==> config.mk <==
export PLATFORM = sky130hd
export DESIGN_NAME = rmq_queue
export DESIGN_NICKNAME = d
export VERILOG_FILES = /design/src/hdl/rmq_pkg.sv /design/src/hdl/rmq_queue.sv
export SDC_FILE = /design/constraint.sdc
export NUM_CORES = 1
export LEC_CHECK = 0
export BUFFER_PORTS_ARGS = -buffer_cell sky130_fd_sc_hd__buf_4
export CAP_MARGIN = 20
export CORE_MARGIN = 2
export CORE_UTILIZATION = 52
export DETAILED_ROUTE_END_ITERATION = 6
export MAX_ROUTING_LAYER = met4
export PLACE_DENSITY_LB_ADDON = 0.2
export SETUP_SLACK_MARGIN = 0.02
export SYNTH_ARGS = -nofsm -noshare
export SYNTH_HDL_FRONTEND = slang
export SYNTH_SLANG_ARGS = --single-unit
==> constraint.sdc <==
create_clock -name clk -period 4.2 [get_ports clk]
set_clock_uncertainty 0.05 [all_clocks]
set_input_delay 0.84 -clock clk [delete_from_list [all_inputs] [get_ports clk]]
set_output_delay 0.84 -clock clk [all_outputs]
set_load 0.1 [all_outputs]
==> src/hdl/rmq_pkg.sv <==
// ----------------------------------------------------------------------------
// rmq_pkg
// Shared types and constants for the rotation-matrix-to-quaternion block.
// ----------------------------------------------------------------------------
`default_nettype none

package rmq_pkg;

	localparam int WORD_BITS = 16;
	localparam int FRAC_BITS = 14;

	// element sums and differences
	localparam int SUM_W = WORD_BITS + 3;
	localparam int NUM_W = WORD_BITS + 1;
	localparam int R_W   = WORD_BITS + 2;

	// square root: S = floor(sqrt(r * 2^(FRAC_BITS+2)))
	localparam int PAIRS = (R_W + FRAC_BITS + 3) / 2;
	localparam int S_W   = PAIRS;
	localparam int X_W   = 2 * PAIRS;
	localparam int RM_W  = S_W + 2;

	// restoring divider
	localparam int CMP_W = S_W + WORD_BITS;

	// queue between front and back
	localparam int Q_DEPTH = 4;
	localparam int QA_W    = 2;
	localparam int QC_W    = 3;

	localparam logic [1:0] BR_TRACE = 2'd0;
	localparam logic [1:0] BR_M00   = 2'd1;
	localparam logic [1:0] BR_M11   = 2'd2;
	localparam logic [1:0] BR_M22   = 2'd3;

	typedef struct packed {
		logic signed [WORD_BITS-1:0] m00;
		logic signed [WORD_BITS-1:0] m01;
		logic signed [WORD_BITS-1:0] m02;
		logic signed [WORD_BITS-1:0] m10;
		logic signed [WORD_BITS-1:0] m11;
		logic signed [WORD_BITS-1:0] m12;
		logic signed [WORD_BITS-1:0] m20;
		logic signed [WORD_BITS-1:0] m21;
		logic signed [WORD_BITS-1:0] m22;
	} rmq_mat_t;

	typedef struct packed {
		logic signed [WORD_BITS-1:0] q_w;
		logic signed [WORD_BITS-1:0] q_x;
		logic signed [WORD_BITS-1:0] q_y;
		logic signed [WORD_BITS-1:0] q_z;
		logic [1:0]                  branch_taken;
		logic                        invalid;
	} rmq_quat_t;

	// classified item handed from front to back
	typedef struct packed {
		logic [1:0]                 branch;
		logic                       invalid;
		logic [R_W-1:0]             rad;
		logic [3:0]                 neg;
		logic [3:0][NUM_W-1:0]      mag;
	} rmq_item_t;

endpackage

`default_nettype wire

==> src/hdl/rmq_queue.sv <==
// ----------------------------------------------------------------------------
// rmq_queue
// Short FIFO of classified items between front and back.
// ----------------------------------------------------------------------------
`default_nettype none

module rmq_queue (
	input  wire logic                     clk,
	input  wire logic                     arst_n,
	input  wire logic                     push,
	input  wire rmq_pkg::rmq_item_t       push_item,
	input  wire logic                     pop,
	output logic                          head_valid,
	output rmq_pkg::rmq_item_t            head_item,
	output logic [rmq_pkg::QC_W-1:0]      level
);
	import rmq_pkg::*;

	rmq_item_t         mem_q [Q_DEPTH];
	logic [QA_W-1:0]   wr_q, rd_q;
	logic [QC_W-1:0]   cnt_q;
	logic              do_pop;

	assign do_pop     = pop && (cnt_q != '0);
	assign head_valid = (cnt_q != '0);
	assign head_item  = mem_q[rd_q];
	assign level      = cnt_q;

	// advance pointers and fill level
	always_ff @(posedge clk or negedge arst_n) begin
		if (!arst_n) begin
			wr_q  <= '0;
			rd_q  <= '0;
			cnt_q <= '0;
		end else begin
			if (push) begin
				wr_q <= wr_q + QA_W'(1);
			end
			if (do_pop) begin
				rd_q <= rd_q + QA_W'(1);
			end
			cnt_q <= cnt_q + QC_W'(push) - QC_W'(do_pop);
		end
	end

	always_ff @(posedge clk) begin
		if (push) begin
			mem_q[wr_q] <= push_item;
		end
	end

endmodule

`default_nettype wire

==> summary.md, run 1 <==
| Metric | Value |
|---|---|
| Status | finished with violations |
| Failing checks | DRC |
| Vias/cell | about 5.6 |
| Max_cap viols | 0 |
| Headroom to the max-slew limit | 0.433 |
| Pins Over Slew Limit | 0 |
| Max Clock Freq | between 200 and 300 MHz |
| Initial DRC count | 571 |
| Fillcell total | 1727 |
| DIE WIDTH | ~170 microns |
| Seq/Total Area, Yosys | 0.818 |
| Yosys cell types | 21 |
| CTS tree | done |
| Crit. End Element | primary output |
| Post-Syn Instances | 520 |
| Largest net degree at the start of global routing | 56 |
| Post-route minimum period | approximately 3.3 ns |
| Drt total wl | 24.9 mm |
| Starting Density | 0.530 |
| Area of the multi-input gates | approximately 0.0023 sq mm |
| Clock Pin Slew Worst Setup and Hold Paths | 0.06 ns |
| Die Height | 167 microns |
| Reg2Reg Depth | 7 |
| Num ports | just under 200 |
| Hold crit path type | in2async |
| R2R Path Start | level[1] |
| Critical Path Fanout Max | 46 |
| Port buffer count | about 190 |
| GRT Residual Overflow | 0 |
| FP Rows | between 50 and 60 |
| DR pass1 iterations | 6 |
| RSZ-0062 raised after global routing | false |
| CTS sink cnt | 379 |
| Clock Path Buffers | 3 |
| Post-synth top area cell | edfxtp_1 |
| Synth Register Bits | roughly 380 |
| Top-area cell type share of the netlist area | 0.806 |
| Critical Path AT | ~2.5 ns |
| Total of warnings raised by yosys | 0 |
| CTS Root Cell | clkbuf_16 |
| Ranking of synthesized cells by area | edfxtp_1, mux4_2, dfrtp_1 |
| CP Class | reg2out |
| Post-CTS sizing | 0 |
| Vias in the first global route | approximately 6700 |
| Worst reg2reg path endpoint | level[2] |
| Layout net count | about 850 |
| Routed len/inst | between 20 and 25 microns |
| Post-DRT Antenna Nets | 0 |
| Postcts setup bufs | 0 |
| Most frequent cells in the layout | edfxtp_1, buf_4, mux4_2, clkbuf_16, clkinv_1 |
| Residual DRC count | 13 |
| Total track usage | 0.188 |
| Crit start category | register |
| Post-Syn Nets | roughly 620 |
| End of the critical path | head_item[0] |
| Worst skew pair latency | around 0.5 ns |
| Reg-to-reg slack, setup | 1.98 ns |
| Final setup vio count | 0 |
| RD Place Congestion | about 0.76 |
| Average size of a mapped cell | approximately 27 sq um |
| Area growth syn-to-layout | 21.8% |
| Worst slew pin tran | roughly 0.85 ns |
| Final core occ | 0.646 |
| Req. time, crit path | between 3 and 4 ns |
| Hold Fails Final Rpt | 0 |
| H-tree levels | 2 |
| Via Count | ~6200 |
| Share of cells above drive strength 1 | 0.453 |
| Post-CTS Hold Buffers | 0 |
| Sequential Area | roughly 0.011 sq mm |
| Die area | ~0.028 sq mm |
| Post-Syn Area | approximately 0.014 sq mm |
| Total core area | 0.0261 sq mm |
| Worst Setup SP | rd_q[1] |
| Dpl hpwl | ~15 mm |
| CTS Buf Count | 39 |
| Setup tns final | 0 ns |
| Initial antenna violation count | 1 |
| First-pass GRT wire length | slightly below 40 mm |
| Most common cell after layout, fill and taps aside | edfxtp_1 |
| Post-route clock period utilization | 0.795 |
-- layout make-up --
type                            count  area share
Timing Repair Buffer              201      0.0946
Sequential cell                   379       0.672
Clock inverter                     18     0.00748
Antenna cell                        1    0.000148
Clock buffer                       51      0.0630
Inverter                            6     0.00133
Multi-Input combinational cell    114       0.136
Tap cell                          335      0.0248
-- metal layers --
layer / vias to the layer above / GRT usage / wire, microns
met5: - / - / 0
met1: 3265 / 0.248 / 10100
met4: 0 / 0.0522 / 577
met3: 37 / 0.0485 / 2050
li1: 2685 / - / -
met2: 236 / 0.294 / 12200
-- critical path, cell delays in order, from the launching register on --
cell and delay, ns:
dfrtp_4 0.89, buf_4 0.38, mux4_2 0.36, buf_4 0.25
-- how the worst min path moves through the flow --
stage | start | endpoint | depth (start not counted)
after floorplan | wr_q[0] | wr_q[0] | 1
after global routing | arst_n | level[2] | 1
after CTS | arst_n | level[0] | 1
after global placement | wr_q[0] | wr_q[0] | 1
after detailed placement | wr_q[0] | wr_q[0] | 1
final | arst_n | level[0] | 1
-- registers in the layout (all words and copies together) (netlist names) --
name and flops:
mem_q 372, level 3, rd_q 2, wr_q 2
-- synthesized netlist by cell type --
master,count
and2_1,4
buf_1,2
buf_12,5
buf_2,7
buf_4,4
buf_6,1
buf_8,1
clkbuf_1,1
dfrtp_1,7
edfxtp_1,372
fa_1,1
ha_1,6
inv_1,6
mux4_2,93
nand2_1,1
o21ai_0,1
o311ai_0,1
o31a_1,1
or3_1,1
xnor2_1,3
xor2_1,2
-- per-stage QoR --
stage / setup slack [ns] / cell area (sq um) / hold WS (ns) / cells
floorplan: 0.695 / 13900 / 0.444 / 520
global placement: 1.42 / 15700 / 0.462 / 1035
detailed placement: 1.35 / 15700 / 0.481 / 1035
CTS: 0.810 / 16900 / 0.0692 / 1104
global route: 0.774 / 16900 / 0.0791 / 1105
finish: 0.859 / 16900 / 0.0856 / 1105
-- kinds of logic after synthesis --
logic type | count (synthesis) | share of synthesized area
DFF | 379 | 0.818
muxes | 93 | 0.151
buffers and inverters | 27 | 0.0162
adders and majority gates | 7 | 0.00686
and+or+nand+nor | 6 | 0.00253
xor gates and xnor gates | 5 | 0.00316
AOI/OAI and AO/OA | 3 | 0.00162
Power of run 1 is not shown: default switching activity piles up to over one toggle a cycle in this logic, so the estimate is an artifact.
==> inputs of run 2 (changes only) <==
- CORE_UTILIZATION: 52 -> 51
- clock period: 4.2 -> 3 ns (I/O delays scaled with it)
==> run 2 against run 1 <==
Effect of this change: the run now ends clean; via count down 1.1%; clock-buffer cell count down 4; final cell count up 1.4%; utilization down 1.1 points; register-to-register slack worse by 1.1 ns; die area up 1.9%; setup slack worse by 0.70 ns; flip-flop and latch count unchanged; hold slack better by 0.15 ns; non-clock buffer count up 9; first-iteration DRC count down 20%; critical endpoint is now head_item[43]; largest cell class unchanged.
==> summary.md, run 2 (synthesis results as in run 1) <==
| Metric | Value |
|---|---|
| Via Count | between 6000 and 7000 |
| Clock Pin Slew Worst Setup and Hold Paths | around 0.060 ns |
| Worst skew pair latency | 0.50 ns |
| Hold crit path type | in2reg |
| ANT cells | 0 |
| Req. time, crit path | roughly 2.4 ns |
| Final setup vio count | 0 |
| CTS sink cnt | approximately 380 |
| Max_cap viols | 0 |
| DIE WIDTH | roughly 170 microns |
| Crit. End Element | primary output |
| Post-DRT Antenna Nets | 0 |
| Total track usage | 0.185 |
| Slowest stage cell, crit path | mux4_2 |
| Residual DRC count | 0 |
| CP max stage delay | ~0.60 ns |
| RSZ-0062 raised after global routing | false |
| Starting Density | 0.517 |
| Routed len/inst | about 22 microns |
| Num ports | slightly below 200 |
| Largest net degree at the start of global routing | 50 |
| Crit start category | register |
| Dpl hpwl | 15.7 mm |
| Worst slew pin tran | ~0.42 ns |
| CTS tree | done |
| DR pass1 iterations | 4 |
| Reg-to-reg slack, setup | ~0.90 ns |
| Die area | approximately 0.029 sq mm |
| RD Place Congestion | 0.746 |
| Initial DRC count | ~460 |
| Share of cells above drive strength 1 | 0.463 |
| H-tree levels | 2 |
| Post-CTS sizing | 0 |
| Initial antenna violation count | 0 |
| CP Class | reg2out |
| Most frequent cells in the layout | edfxtp_1, buf_4, mux4_2, clkbuf_16, clkinv_1 |
| Vias in the first global route | 6682 |
| Crit-path cells | buf_12, mux4_2, buf_4 |
| Post-route clock period utilization | 0.948 |
| Vias/cell | ~5.5 |
| Drt total wl | ~25 mm |
| Post-route minimum period | around 2.8 ns |
| Clock Path Buffers | 3 |
| Area of the multi-input gates | approximately 0.0023 sq mm |
| Max Clock Freq | ~350 MHz |
| Most common cell after layout, fill and taps aside | edfxtp_1 |
| Layout net count | between 800 and 900 |
| Pins Over Slew Limit | 0 |
| Area growth syn-to-layout | 22.7% |
| Most flops, register | mem_q |
| GRT Residual Overflow | 0 |
| FP Rows | 60 |
| First-pass GRT wire length | about 38 mm |
| CTS Buf Count | 39 |
| Critical Path AT | between 2 and 2.5 ns |
| Sequential Area | around 0.011 sq mm |
| Status | finished, final reports clean |
| Max reg flops | ~370 |
| Critical Path Fanout Max | just under 50 |
| Setup tns final | 0 ns |
| Hold Fails Final Rpt | 0 |
| CTS Root Cell | clkbuf_16 |
| Headroom to the max-slew limit | 0.719 |
| Fillcell total | about 1800 |
| Die Height | around 170 microns |
| Port buffer count | 193 |
| Total core area | around 0.027 sq mm |
-- run 2: changes by cell type in the layout (fill, tap and decap cells not counted), sizes merged --
cell	change
dlygate4sd3	+1
diode	-1
clkinv	+5
bufinv	+1
buf	+8
clkbuf	-4
-- run 2: timing repair --
item | in CTS | in global routing
endpoints found under the hold margin | 7 | 0
setup buffers | 0 | 0
hold buffers | 1 | 0
-- run 2: critical path, delay by kind of cell (launching register included) --
family                 cells  cell delay [ns]
muxes                      1             0.60
buffers and inverters      2             0.59
DFF                        1             0.44
-- run 2: routing by layer --
layer / routed length (microns) / track usage
met5: 0 / -
met3: 1630 / 0.0447
met2: 13400 / 0.319
met4: 493 / 0.0491
met1: 9640 / 0.221
-- run 2: path summary, 6_finish.rpt --
| path | cells after the start | startpoint | endpoint |
|---|---|---|---|
| worst min register to register | 1 | wr_q[0] | wr_q[0] |
| worst min-delay path | 1 | push_item[72] | mem_q[3][72] |
| min in group asynchronous | 2 | arst_n | level[0] |
| worst max register to register | 7 | level[1] | level[2] |
| worst max-delay path | 3 | rd_q[0] | head_item[43] |
| max in group asynchronous | 2 | arst_n | rd_q[0] |
-- run 2: per-stage QoR --
step | utilization | cell area [sq um] | hold WS [ns] | cells | setup slack, ns
4_1_cts | 0.635 | 17000 | 0.218 | 1121 | 0.119
6_report | 0.635 | 17000 | 0.236 | 1121 | 0.157
5_1_grt | 0.635 | 17000 | 0.222 | 1121 | 0.0622
3_3_place_gp | 0.589 | 15800 | 0.365 | 1049 | 0.654
3_5_place_dp | 0.589 | 15800 | 0.371 | 1049 | 0.658
2_1_floorplan | - | 13900 | 0.254 | 520 | 0.449
-- run 2: layout make-up --
type / instances / share of cell area
clock inverters: 24 / 0.0108
well taps: 341 / 0.0251
repair buffers: 210 / 0.0987
clock buffers: 47 / 0.0616
inverters: 6 / 0.00132
multi-input cells: 114 / 0.135
flip-flops and latches: 379 / 0.667
Power of run 2 is left out for the same reason.
==> inputs of run 3 (changes only) <==
- CORE_ASPECT_RATIO: not set -> 0.8
- CORE_UTILIZATION: 51 -> 50
- clock period: 3 -> 2.45 ns (I/O delays scaled with it)
==> run 3 against run 2 <==
Effect of this change: the run now ends with setup timing left; routed wire length rose by 8.5%; first-iteration DRC count rose by 18%; final area rose by 5.9%; hold slack got worse by 0.11 ns; sequential share of layout area fell by 3.7 points.
==> summary.md, run 3 (synthesis results as in run 1) <==
| Metric | Value |
|---|---|
| Worst slew pin tran | roughly 0.45 ns |
| Most frequent cells in the layout | edfxtp_1, buf_4, mux4_2, buf_6, clkbuf_16 |
| Most common cell after layout, fill and taps aside | edfxtp_1 |
| Routed len/inst | between 20 and 25 microns |
| Status | finished with violations |
| Failing checks | setup timing |
| Req. time, crit path | approximately 1.9 ns |
| Worst skew pair latency | approximately 0.5 ns |
| Critical Path AT | approximately 2.1 ns |
| Clock Pin Slew Worst Setup and Hold Paths | approximately 0.06 ns |
| Max_cap viols | 0 |
| DR pass1 iterations | 5 |
| Initial antenna violation count | 0 |
| CTS tree | done |
| Num ports | slightly below 200 |
| Initial DRC count | 541 |
| Residual DRC count | 0 |
| Max reg flops | between 300 and 400 |
| Hold crit path type | in2reg |
| Crit start category | register |
| FP Rows | between 50 and 60 |
| Post-route minimum period | roughly 2.6 ns |
| Max Clock Freq | 383 MHz |
| Total core area | between 0.02 and 0.03 sq mm |
| Die area | about 0.029 sq mm |
| Hold Fails Final Rpt | 0 |
| Critical Path Fanout Max | 6 |
| Post-route clock period utilization | 1.07 |
| Crit. End Element | primary output |
| CP Class | reg2out |
| Share of cells above drive strength 1 | 0.484 |
| Via Count | roughly 6300 |
| Starting Density | 0.508 |
| CTS sink cnt | 379 |
| Layout net count | between 800 and 900 |
| Drt total wl | 27.3 mm |
| H-tree levels | 2 |
| Port buffer count | a little under 200 |
| Total track usage | 0.196 |
| Pins Over Slew Limit | 0 |
| GRT Residual Overflow | 0 |
| Largest net degree at the start of global routing | 49 |
| DIE WIDTH | around 190 microns |
| Vias/cell | approximately 5.5 |
| Final hold slack | approximately 0.13 ns |
| RD Place Congestion | 0.749 |
| Headroom to the max-slew limit | 0.699 |
| Area growth syn-to-layout | 30.0% |
| Clock Path Buffers | 3 |
| Vias in the first global route | approximately 7000 |
| Final setup vio count | 93 |
| First-pass GRT wire length | between 40 and 50 mm |
| RSZ-0062 raised after global routing | true |
| Dpl hpwl | roughly 15 mm |
| CTS Buf Count | 38 |
| PnR worst setup slack | -0.163 ns |
| Post-DRT Antenna Nets | 0 |
| ANT cells | 0 |
| Die Height | about 150 microns |
| CTS Root Cell | clkbuf_16 |
| Most flops, register | mem_q |
## run 3: repair_timing
action,4_1_cts,5_1_grt
setup endpoints to repair,93,93
endpoints found under the hold margin,7,0
resized for setup,120,5
gates cloned,9,3
hold buffers,1,0
setup buffers,5,0
## run 3: final cells by class
class,instances,area [sq um]
repair buffers,227,2520
multi-input cells,114,2300
inverters,6,22.5
clock inverters,21,273
flip-flops and latches,379,11400
fillers,1766,9280
well taps,364,455
clock buffers,48,1080
## run 3: critical path, cell delays in order (launching register included)
cell	delay, ns
dfrtp_4	0.46
buf_12	0.16
buf_16	0.15
mux4_2	0.57
buf_8	0.21
## run 3: worst paths after layout
check | slack [ns] | cells past startpoint | start | to
worst min-delay path | 0.13 | 1 | push_item[2] | mem_q[0][2]
worst max register to register | 0.27 | 7 | level[1] | level[2]
worst min register to register | 0.49 | 1 | wr_q[0] | wr_q[0]
worst max-delay path | -0.16 | 4 | rd_q[0] | head_item[2]
max in group asynchronous | 1.91 | 2 | arst_n | rd_q[1]
min in group asynchronous | 0.29 | 2 | arst_n | level[0]
## run 3: metrics by stage
stage	cells	worst slack, ns	util	setup TNS, ns	area [sq um]
4_1_cts	1156	-0.198	0.657	-14.11	17900
3_5_place_dp	1072	0.203	0.580	0	15800
6_report	1159	-0.163	0.660	-11.86	18000
3_3_place_gp	1072	0.222	0.580	0	15800
5_1_grt	1159	-0.208	0.660	-16.35	18000
2_1_floorplan	520	0.130	-	0	13900
## run 3: per-layer routing
metal	vias to the layer above	part of all wire	track usage	wire (microns)
met5	-	0	-	0
met4	0	0.015	0.0443	418
met3	34	0.070	0.0468	1920
met2	235	0.48	0.307	13300
met1	3321	0.43	0.267	11700
li1	2744	-	-	-
Power of run 3 is left out for the same reason.
